===== src/sm3bc_pkg.sv =====
package sm3bc_pkg;

    localparam int unsigned WORD_W      = 32;
    localparam int unsigned BLOCK_WORDS = 16;
    localparam int unsigned NUM_ROUNDS  = 64;
    localparam int unsigned POS_W       = $clog2(BLOCK_WORDS);
    localparam int unsigned ROUND_W     = $clog2(NUM_ROUNDS);

    localparam logic [POS_W-1:0]   LAST_POS   = POS_W'(BLOCK_WORDS - 1);
    localparam logic [ROUND_W-1:0] LAST_ROUND = ROUND_W'(NUM_ROUNDS - 1);

    // Rounds below this index use the XOR boolean functions and T0
    localparam logic [ROUND_W-1:0] FIRST_MAJ_ROUND = ROUND_W'(16);

    typedef logic [WORD_W-1:0] t_word;

    localparam t_word IV [8] = '{
        32'h7380166F, 32'h4914B2B9, 32'h172442D7, 32'hDA8A0600,
        32'hA96F30BC, 32'h163138AA, 32'hE38DEE4D, 32'hB0FB0E4E
    };

    localparam t_word T_LOW  = 32'h79CC4519;
    localparam t_word T_HIGH = 32'h7A879D8A;

    typedef enum logic [1:0] {
        ST_IDLE,
        ST_ROUND,
        ST_FINAL
    } t_state;

    // Commands from controller to datapath
    typedef struct packed {
        logic               load_word;
        logic               reload_iv;
        logic               init_round;
        logic               round_en;
        logic [ROUND_W-1:0] round_idx;
        logic               finalize;
    } t_cmd;

    function automatic t_word rotl(input t_word x, input logic [4:0] n);
        logic [2*WORD_W-1:0] d;
        d = {x, x} << n;
        return d[2*WORD_W-1:WORD_W];
    endfunction

    function automatic t_word perm0(input t_word x);
        return x ^ rotl(x, 5'd9) ^ rotl(x, 5'd17);
    endfunction

    function automatic t_word perm1(input t_word x);
        return x ^ rotl(x, 5'd15) ^ rotl(x, 5'd23);
    endfunction

endpackage


===== src/sm3bc_ctrl.sv =====
module sm3bc_ctrl (
    input  logic                  i_clk,
    input  logic                  i_rst_n,
    input  logic                  start,
    input  logic                  i_start_message,
    output logic                  busy,
    output logic                  o_done,
    output sm3bc_pkg::t_cmd       o_cmd
);

    sm3bc_pkg::t_state                   r_state, n_state;
    logic [sm3bc_pkg::POS_W-1:0]         r_pos, n_pos;
    logic [sm3bc_pkg::ROUND_W-1:0]       r_round, n_round;
    logic                                r_done, n_done;

    logic                                accept;
    logic [sm3bc_pkg::POS_W-1:0]         eff_pos;
    logic                                last_word;

    assign busy    = (r_state != sm3bc_pkg::ST_IDLE);
    assign o_done  = r_done;
    assign accept  = start & ~busy;
    // a start flag restarts the block at slot zero
    assign eff_pos   = i_start_message ? '0 : r_pos;
    assign last_word = (eff_pos == sm3bc_pkg::LAST_POS);

    // state and counters
    always_ff @(posedge i_clk) begin
        if (!i_rst_n) begin
            r_state <= sm3bc_pkg::ST_IDLE;
            r_pos   <= '0;
            r_round <= '0;
            r_done  <= 1'b0;
        end else begin
            r_state <= n_state;
            r_pos   <= n_pos;
            r_round <= n_round;
            r_done  <= n_done;
        end
    end

    // next state and datapath commands
    always_comb begin
        n_state = r_state;
        n_pos   = r_pos;
        n_round = r_round;
        n_done  = 1'b0;
        o_cmd   = '0;
        o_cmd.round_idx = r_round;
        case (r_state)
            sm3bc_pkg::ST_IDLE: begin
                if (accept) begin
                    o_cmd.load_word = 1'b1;
                    o_cmd.reload_iv = i_start_message;
                    if (last_word) begin
                        o_cmd.init_round = 1'b1;
                        n_pos   = '0;
                        n_round = '0;
                        n_state = sm3bc_pkg::ST_ROUND;
                    end else begin
                        n_pos = eff_pos + 1'b1;
                    end
                end
            end
            sm3bc_pkg::ST_ROUND: begin
                o_cmd.round_en = 1'b1;
                n_round = r_round + 1'b1;
                if (r_round == sm3bc_pkg::LAST_ROUND) begin
                    n_state = sm3bc_pkg::ST_FINAL;
                end
            end
            sm3bc_pkg::ST_FINAL: begin
                o_cmd.finalize = 1'b1;
                n_done  = 1'b1;
                n_state = sm3bc_pkg::ST_IDLE;
            end
            default: begin
                n_state = sm3bc_pkg::ST_IDLE;
            end
        endcase
    end

endmodule


===== src/sm3bc_datapath.sv =====
module sm3bc_datapath (
    input  logic                  i_clk,
    input  logic                  i_rst_n,
    input  sm3bc_pkg::t_cmd       i_cmd,
    input  logic [31:0]           i_msg_word,
    output logic [63:0]           o_digest_w01,
    output logic [63:0]           o_digest_w23,
    output logic [63:0]           o_digest_w45,
    output logic [63:0]           o_digest_w67
);

    // chaining value and working variables a..h
    sm3bc_pkg::t_word r_cv [8];
    sm3bc_pkg::t_word r_v  [8];
    // message schedule window, r_w[0] holds W[j]
    sm3bc_pkg::t_word r_w  [sm3bc_pkg::BLOCK_WORDS];

    sm3bc_pkg::t_word w_new, w_in, tj, t_rot, a12, ss1, ss2, ffv, ggv, tt1, tt2;
    logic             early;

    // schedule expansion: next word W[j+16]
    assign w_new = sm3bc_pkg::perm1(r_w[0] ^ r_w[7] ^ sm3bc_pkg::rotl(r_w[13], 5'd15))
                   ^ sm3bc_pkg::rotl(r_w[3], 5'd7) ^ r_w[10];
    assign w_in  = i_cmd.load_word ? i_msg_word : w_new;

    // one compression round
    assign early = (i_cmd.round_idx < sm3bc_pkg::FIRST_MAJ_ROUND);
    assign tj    = early ? sm3bc_pkg::T_LOW : sm3bc_pkg::T_HIGH;
    assign t_rot = sm3bc_pkg::rotl(tj, i_cmd.round_idx[4:0]);
    assign a12   = sm3bc_pkg::rotl(r_v[0], 5'd12);
    assign ss1   = sm3bc_pkg::rotl(a12 + r_v[4] + t_rot, 5'd7);
    assign ss2   = ss1 ^ a12;
    assign ffv   = early ? (r_v[0] ^ r_v[1] ^ r_v[2])
                         : ((r_v[0] & r_v[1]) | (r_v[0] & r_v[2]) | (r_v[1] & r_v[2]));
    assign ggv   = early ? (r_v[4] ^ r_v[5] ^ r_v[6])
                         : ((r_v[4] & r_v[5]) | (~r_v[4] & r_v[6]));
    assign tt1   = ffv + r_v[3] + ss2 + (r_w[0] ^ r_w[4]);
    assign tt2   = ggv + r_v[7] + ss1 + r_w[0];

    // schedule window shifts on each loaded word and each round
    always_ff @(posedge i_clk) begin
        if (i_cmd.load_word || i_cmd.round_en) begin
            for (int i = 0; i < sm3bc_pkg::BLOCK_WORDS - 1; i++) begin
                r_w[i] <= r_w[i+1];
            end
            r_w[sm3bc_pkg::BLOCK_WORDS-1] <= w_in;
        end
    end

    // working variables
    always_ff @(posedge i_clk) begin
        if (i_cmd.init_round) begin
            for (int i = 0; i < 8; i++) begin
                r_v[i] <= r_cv[i];
            end
        end else if (i_cmd.round_en) begin
            r_v[0] <= tt1;
            r_v[1] <= r_v[0];
            r_v[2] <= sm3bc_pkg::rotl(r_v[1], 5'd9);
            r_v[3] <= r_v[2];
            r_v[4] <= sm3bc_pkg::perm0(tt2);
            r_v[5] <= r_v[4];
            r_v[6] <= sm3bc_pkg::rotl(r_v[5], 5'd19);
            r_v[7] <= r_v[6];
        end
    end

    // chaining value: IV on reset or new message, feed-forward after a block
    always_ff @(posedge i_clk) begin
        if (!i_rst_n || i_cmd.reload_iv) begin
            for (int i = 0; i < 8; i++) begin
                r_cv[i] <= sm3bc_pkg::IV[i];
            end
        end else if (i_cmd.finalize) begin
            for (int i = 0; i < 8; i++) begin
                r_cv[i] <= r_cv[i] ^ r_v[i];
            end
        end
    end

    assign o_digest_w01 = {r_cv[0], r_cv[1]};
    assign o_digest_w23 = {r_cv[2], r_cv[3]};
    assign o_digest_w45 = {r_cv[4], r_cv[5]};
    assign o_digest_w67 = {r_cv[6], r_cv[7]};

endmodule


===== src/sm3_block_compression.sv =====
// SM3 block compression.
// Input items: a padded message, one big-endian 32-bit word per item on
// i_msg_word, taken at a clock edge with start high and busy low. Set
// i_start_message on the first word of a message: the chaining value
// reloads the IV and that word becomes word 0 of a new block, dropping any
// partly collected block.
// Words 0 to 14 of a block are taken one per cycle. The 16th word raises
// busy for 64 compression rounds, one per cycle in a single round unit
// with the message expansion running alongside, then the feed-forward
// XOR. The digest is on o_digest_w01..o_digest_w67 for one cycle, marked
// by o_done, in the cycle busy falls.
// The receiver cannot stall: o_done is a strobe. A new word may be given
// in the o_done cycle.
// Reset (synchronous, i_rst_n low) loads the IV, clears the word count
// and returns the controller to idle.
module sm3_block_compression (
    input  logic        i_clk,
    input  logic        i_rst_n,
    input  logic        start,
    output logic        busy,
    input  logic [31:0] i_msg_word,
    input  logic        i_start_message,
    output logic        o_done,
    output logic [63:0] o_digest_w01,
    output logic [63:0] o_digest_w23,
    output logic [63:0] o_digest_w45,
    output logic [63:0] o_digest_w67
);

    sm3bc_pkg::t_cmd cmd;

    sm3bc_ctrl u_ctrl (
        .i_clk           (i_clk),
        .i_rst_n         (i_rst_n),
        .start           (start),
        .i_start_message (i_start_message),
        .busy            (busy),
        .o_done          (o_done),
        .o_cmd           (cmd)
    );

    sm3bc_datapath u_dp (
        .i_clk        (i_clk),
        .i_rst_n      (i_rst_n),
        .i_cmd        (cmd),
        .i_msg_word   (i_msg_word),
        .o_digest_w01 (o_digest_w01),
        .o_digest_w23 (o_digest_w23),
        .o_digest_w45 (o_digest_w45),
        .o_digest_w67 (o_digest_w67)
    );

endmodule


===== config.mk =====
export PLATFORM = sky130hd
export DESIGN_NAME = sm3_block_compression
export DESIGN_NICKNAME = d
export VERILOG_FILES = /design/src/sm3bc_pkg.sv /design/src/sm3bc_ctrl.sv /design/src/sm3bc_datapath.sv /design/src/sm3_block_compression.sv
export SDC_FILE = /design/constraint.sdc
export NUM_CORES = 2
export LEC_CHECK = 0
export ABC_AREA = 1
export BUFFER_PORTS_ARGS = -buffer_cell sky130_fd_sc_hd__buf_2
export CAP_MARGIN = 15
export CORE_UTILIZATION = 60
export CTS_CLUSTER_DIAMETER = 40
export DETAILED_ROUTE_END_ITERATION = 10
export GPL_TIMING_DRIVEN = 1
export PLACE_DENSITY = 0.85
export SLEW_MARGIN = 20
export SYNTH_ARGS = -nofsm -noshare
export SYNTH_HDL_FRONTEND = slang
export SYNTH_HIERARCHICAL = 1
export SYNTH_SLANG_ARGS = --single-unit
export TNS_END_PERCENT = 100

===== constraint.sdc =====
create_clock -name i_clk -period 31.5 [get_ports i_clk]
set_input_delay 6.3 -clock i_clk [delete_from_list [all_inputs] [get_ports i_clk]]
set_output_delay 6.3 -clock i_clk [all_outputs]
set_load 0.01 [all_outputs]

# --- Word-level counts from Yosys, hierarchy flattened ---
# Memories as Yosys holds them, arrays and structs flattened.
# Index checks and enable logic that the tools add are counted.
totals:
  reg_bits: 13
  ram_bits: 1024
  inputBits: 36
  output_inout_bits: 258
  word_cells: 130
  memories: 3
mem_list:
  columns: ["memory", "words", "word_bits", "read_ports", "rd_clocked_by_memory_dff", "write_ports", "line_no", "text"]
  rows:
  - ["u_dp.r_w", 16, 32, 16, 0, 16, "sm3bc_datapath.sv:16", "sm3bc_pkg::t_word r_w [sm3bc_pkg::BLOCK_WORDS];"]
  - ["u_dp.r_cv", 8, 32, 8, 0, 8, "sm3bc_datapath.sv:13", "sm3bc_pkg::t_word r_cv [8];"]
  - ["u_dp.r_v", 8, 32, 8, 0, 8, "sm3bc_datapath.sv:14", "sm3bc_pkg::t_word r_v [8];"]
classes:
  add_sub_neg: 10
  order_cmp: 1
  n_eq_ne: 7
  n_shift: 1
  mux: 46
  bitwise: 49
  n_reduce_logical: 9
op_table:
  columns: ["operator", "count"]
  rows:
  - ["32-bit bitwise XOR", 22]
  - ["32-bit 2-to-1 mux", 19]
  - ["32-bit adder", 8]
  - ["32-bit AND", 5]
  - ["32-bit OR", 3]
  - ["64-bit by 5-bit << shifter with 64-bit output", 1]
  - ["32-bit inverter", 1]
  - ["26-bit 2-to-1 mux", 1]
  - ["1-bit OR", 16]
  - ["1-bit 2-to-1 mux", 15]
  - ["6-bit 2-to-1 mux", 2]
  - ["6-bit one-hot mux with 2 select lines", 1]
  - ["4-bit 2-to-1 mux", 2]
  - ["6-bit by 1-bit adder with 6-bit output, second input constant", 1]
  - ["6-bit equality test, second input constant", 1]
  - ["6-bit by 5-bit < comparator with 1-bit output, second input constant", 1]
  - ["2-bit 2-to-1 mux", 3]
  - ["3-bit 2-to-1 mux", 2]
  - ["2-bit by 1-bit inequality test with 1-bit output, second input constant", 3]
  - ["3-bit AND reduction", 2]
  - ["4-bit by 1-bit adder with 4-bit output, second input constant", 1]
  - ["4-bit equality test, second input constant", 1]
  - ["2-bit one-hot mux with 2 select lines", 1]
  - ["2-bit nonzero test", 2]
  - ["8 further kinds", 9]

# --- Longest topological paths before layout ---
# An unclocked memory read counts as a cell.
logic_depth:
  word_depth: 11
  mapped_depth: 49

# --- Modules after synthesis ---
# The synthesis kept the hierarchy.
by_module_without_submodules:
  columns: ["mod", "n_inst", "cells_each", "area_each_um2", "seq_area_each_um2"]
  rows:
  - ["sm3bc_datapath", 1, 4871, 53416.2, 30749.5]
  - ["sm3bc_ctrl", 1, 99, 683.2, 260.2]

# --- Worst setup path before layout ---
# No wires, ideal clock.
synth_timing:
  path_kind: "input -> register"
  from: "in start"
  to: "mem u_dp/r_w[0][0] (netlist name), enable pin"
  arrival_ns: 15.301
  required_ns: 27.856
  slack_ns: 12.555
  path_stages: 6
  n_path_buf: 2
  path_cell_list: "nand3_2 inv_2 clkbuf_1 inv_1 clkbuf_1 nand2_1"
synth_rtl:
  columns: ["element", "line_no", "text"]
  rows:
  - ["start, declared", "sm3_block_compression.sv:19", "input logic start,"]
  - ["end, declared", "sm3bc_datapath.sv:16", null]

==> impl_summary.md <==
STA
The total of endpoints with negative setup slack in the final report is 0. The headroom to the max-slew limit is 0.104. After layout, the minimum clock period comes to 11.63 ns. The aggregate negative setup slack is 0 ns. The maximum clock skew at final layout is between 0.03 and 0.04 ns. The measured slew at the worst slew-check pin is approximately 1.3 ns. Setup repair after global routing left no endpoint under its margin. The highest clock frequency the design can meet is around 0.086 GHz. The final count of pins violating max slew is 0. The final hold violation count is 0. The part of the cycle the worst path needs is 0.369.

Global routing
The number of antenna violations at the first check in global routing was 2. The wire length of the first global-routing pass is around 240 mm. The pin count of the biggest net entering global routing is approximately 220. The via count of the first global-routing pass is between 30,000 and 40,000. Across every metal layer, demand over resource in global routing totals 0.370.

The total overflow left after global routing is 0.

Setup path
For the worst setup path, the data required time is 31.83 ns. The critical path is of the in -> reg type. The nature of the critical path endpoint is a flip-flop.

The critical-path maximum fanout is ~100. For flop-to-flop paths, the worst setup slack is 21.97 ns. The signal arrival time at the worst endpoint is roughly 12 ns. The worst reg2reg path startpoint is u_ctrl/r_round[2]$_SDFFE_PN0P_. Counting cells, the worst reg-to-reg path comes to 34. The worst register-to-register path ends at u_dp/r_v[0][31]$_DFFE_PP_. The worst setup path is launched from a primary input.

Detailed routing
The number of routed nets with antenna violations is 0. Dividing the detail-routed wire length by the instance count gives around 26 µm. After detailed routing, the total wire length is between 150 and 200 mm. After detailed routing, the number of vias per cell comes to around 6.0. The detailed-routing iteration count for the pre-antenna-repair pass is 8. The first routing iteration left between 5,000 and 6,000 violations.

The DRC violation count after routing is 0. Across all layers, the routed design uses roughly 39,000 vias.

Power and ir drop
The worst-case IR drop observed on VDD is a little over 0.00007 V. In this run the power density over the cells is 56.2 nW/µm². The leakage power summed over all cells is 24.7 nW.

Placement
After detailed placement, the design holds a cell count of between 6,000 and 7,000. The wire-length estimate of the detail-placed layout is roughly 120 mm. The number of port buffers is about 290. The final weighted congestion in routability-driven placement is ~1.0.

Clock network
No sink is reached through more buffers than the 3 on the longest clock path. The hold buffer count at cts is 0. The TritonCTS clock tree is done. The clock latency at the later pin of the worst-skew pair is 0.73 ns. The H-tree was split into 3 levels.

The post-cts sizing count is 0. Clock-pin slew was measured on the worst setup and hold paths at 0.06 ns. The number of buffers inserted by post-CTS setup repair is 0.

Buffers inserted during clock tree synthesis total 121. Counting every sink on the clock net gives roughly 1,000. The tree is rooted in a sky130_fd_sc_hd__clkbuf_16.

Outcome
The run finished with clean final reports.

Yosys
The average instance in the mapped netlist occupies about 11 µm². The post-synthesis sequential area ratio is 0.573. The number of register bits inferred by synthesis is 1,037. The yosys synthesis warning count is 6. The largest total area in the synthesized netlist belongs to sky130_fd_sc_hd__edfxtp_1. The post-synthesis instance area is around 54,000 µm². The portion of synthesized cell area occupied by the leading cell type is 0.568. Synthesis produced a netlist whose cell count is 4,970. In the post-synthesis netlist, the biggest area contributors are sky130_fd_sc_hd__edfxtp_1 (57%), sky130_fd_sc_hd__nand2_1 (9.3%), sky130_fd_sc_hd__fa_1 (7.0%). Synthesis produced a netlist with a net count of 5,292. Synthesis instantiated 53 different standard cells from the library.

Min path
The worst hold path begins at u_dp/r_w[1][125]$_DFFE_PP_. The path class of the tightest hold or removal check is reg -> reg. The worst hold path was traced through 0 stages. For hold timing, the worst endpoint is u_dp/r_w[1][93]$_DFFE_PP_.

Floorplan
The die width is 302 µm. The die is ~300 µm tall. The core footprint is 88,800 µm². The number of placement rows is around 110.

The initial core utilization is 0.609. During I/O placement, the number of pins put on the boundary was 294. The die footprint is roughly 90,000 µm².

Layout
The ratio of cells with drive above 1 in the final layout is 0.112. The post-layout instance count excluding filler cells is approximately 6,600. The layout overhead on the synthesized area is 12.9%. The final layout contains 5,619 nets.

The leading cell type in the layout, fill and taps excluded is sky130_fd_sc_hd__nand2_1. In the layout the commonest cells are sky130_fd_sc_hd__nand2_1 (1,335), sky130_fd_sc_hd__edfxtp_1 (1,024), sky130_fd_sc_hd__inv_1 (480).

Job
The number of maximum-capacitance violations is 0.
## logic make-up after synthesis
group	after synthesis	share of synthesized area
adders and majority gates	286	0.0922
muxes	16	0.00296
DFF	1037	0.573
AOI/OAI and AO/OA	503	0.0496
and+or+nand+nor	1927	0.143
buffers and inverters	630	0.0444
xor gates and xnor gates	571	0.0941
## worst max path at each step
stage / start / to / slack [ns] / cells after the start
floorplan: start / u_dp/r_w[0][0]$_DFFE_PP_ / 12.56 / 6
global placement: i_start_message / u_dp/r_v[0][112]$_DFFE_PP_ / 19.47 / 14
detailed placement: i_start_message / u_dp/r_v[0][110]$_DFFE_PP_ / 19.38 / 14
CTS: i_start_message / u_dp/r_v[0][112]$_DFFE_PP_ / 20.08 / 14
global route: i_start_message / u_dp/r_v[0][111]$_DFFE_PP_ / 19.60 / 14
finish: i_start_message / u_dp/r_v[0][111]$_DFFE_PP_ / 19.87 / 14
## per-stage QoR
step           total power, mW  area (µm²)  setup WS, ns  utilization  hold WS, ns
3_3_place_gp              1.97       56800         19.47        0.640        0.400
3_5_place_dp              1.98       56900         19.38        0.640        0.405
5_1_grt                   3.53       61100         19.60        0.688        0.421
2_1_floorplan             1.88       54100         12.56            -        0.400
4_1_cts                   3.43       61100         20.08        0.688        0.415
6_report                  3.43       61100         19.87        0.688        0.401
## cell usage after synthesis, drive strengths merged
cell type,number
o21ai,309
edfxtp,1024
fa,188
nor3,16
a21oi,128
and3b,1
a21o,9
o221ai,3
buf,35
xnor3,5
o22ai,4
ha,98
o31a,1
nand3b,5
nor2,285
o21bai,14
o211ai,3
o21a,4
mux2i,16
xor2,207
nor4,4
nand3,222
o211a,1
dfxtp,13
clkinv,3
or2,23
o31ai,2
inv,506
a21boi,5
xnor2,359
nand2,1345
clkbuf,86
nand4,26
a31oi,20
## layout make-up
type                    count  area [µm²]
repair buffers            325        1740
clock buffers             132        3070
fillers                  6091       27700
multi-input cells        3303       20700
diodes                      2        5.00
clock inverters            96        1170
flip-flops and latches   1037       31000
inverters                 509        1920
well taps                1165        1460
## layer usage
layer  global-route usage  wire, µm  part of all wire  vias to the layer above
met1                0.491     61600              0.36                    18931
li1                     -         -                 -                    17142
met5                    0        32           0.00019                        -
met2                0.558     74700              0.44                     2745
met3                0.100     22100              0.13                      534
met4                0.202     11200             0.066                        4
## sequential cells by signal, summed over array words and instances, names as in the netlist
register and cells:
u_ctrl/r_state 2, u_dp/r_v 256, u_ctrl/r_round 6, u_ctrl/o_done 1
u_dp/r_cv 256, u_dp/r_w 512, u_ctrl/r_pos 4
## worst max-delay path, stage by stage
cell	delay, ns
sky130_fd_sc_hd__buf_2	0.12
sky130_fd_sc_hd__inv_1	0.12
sky130_fd_sc_hd__nand2_1	0.07
sky130_fd_sc_hd__inv_1	0.07
sky130_fd_sc_hd__ha_1	0.18
sky130_fd_sc_hd__nand2_1	0.09
sky130_fd_sc_hd__nor2_1	0.18
sky130_fd_sc_hd__nand2_1	0.11
sky130_fd_sc_hd__inv_2	0.06
sky130_fd_sc_hd__buf_4	0.71
sky130_fd_sc_hd__inv_1	0.83
sky130_fd_sc_hd__nand2_4	1.06
sky130_fd_sc_hd__buf_4	0.99
sky130_fd_sc_hd__buf_4	0.91
## power by group
| part | leakage (nW) | switching (mW) | internal [mW] |
|---|---|---|---|
| sequential | 9.75 | 0.0459 | 1.59 |
| clock | 2.03 | 0.619 | 0.847 |
| combinational | 13.0 | 0.222 | 0.107 |
Power figures use the tool's default switching activity.
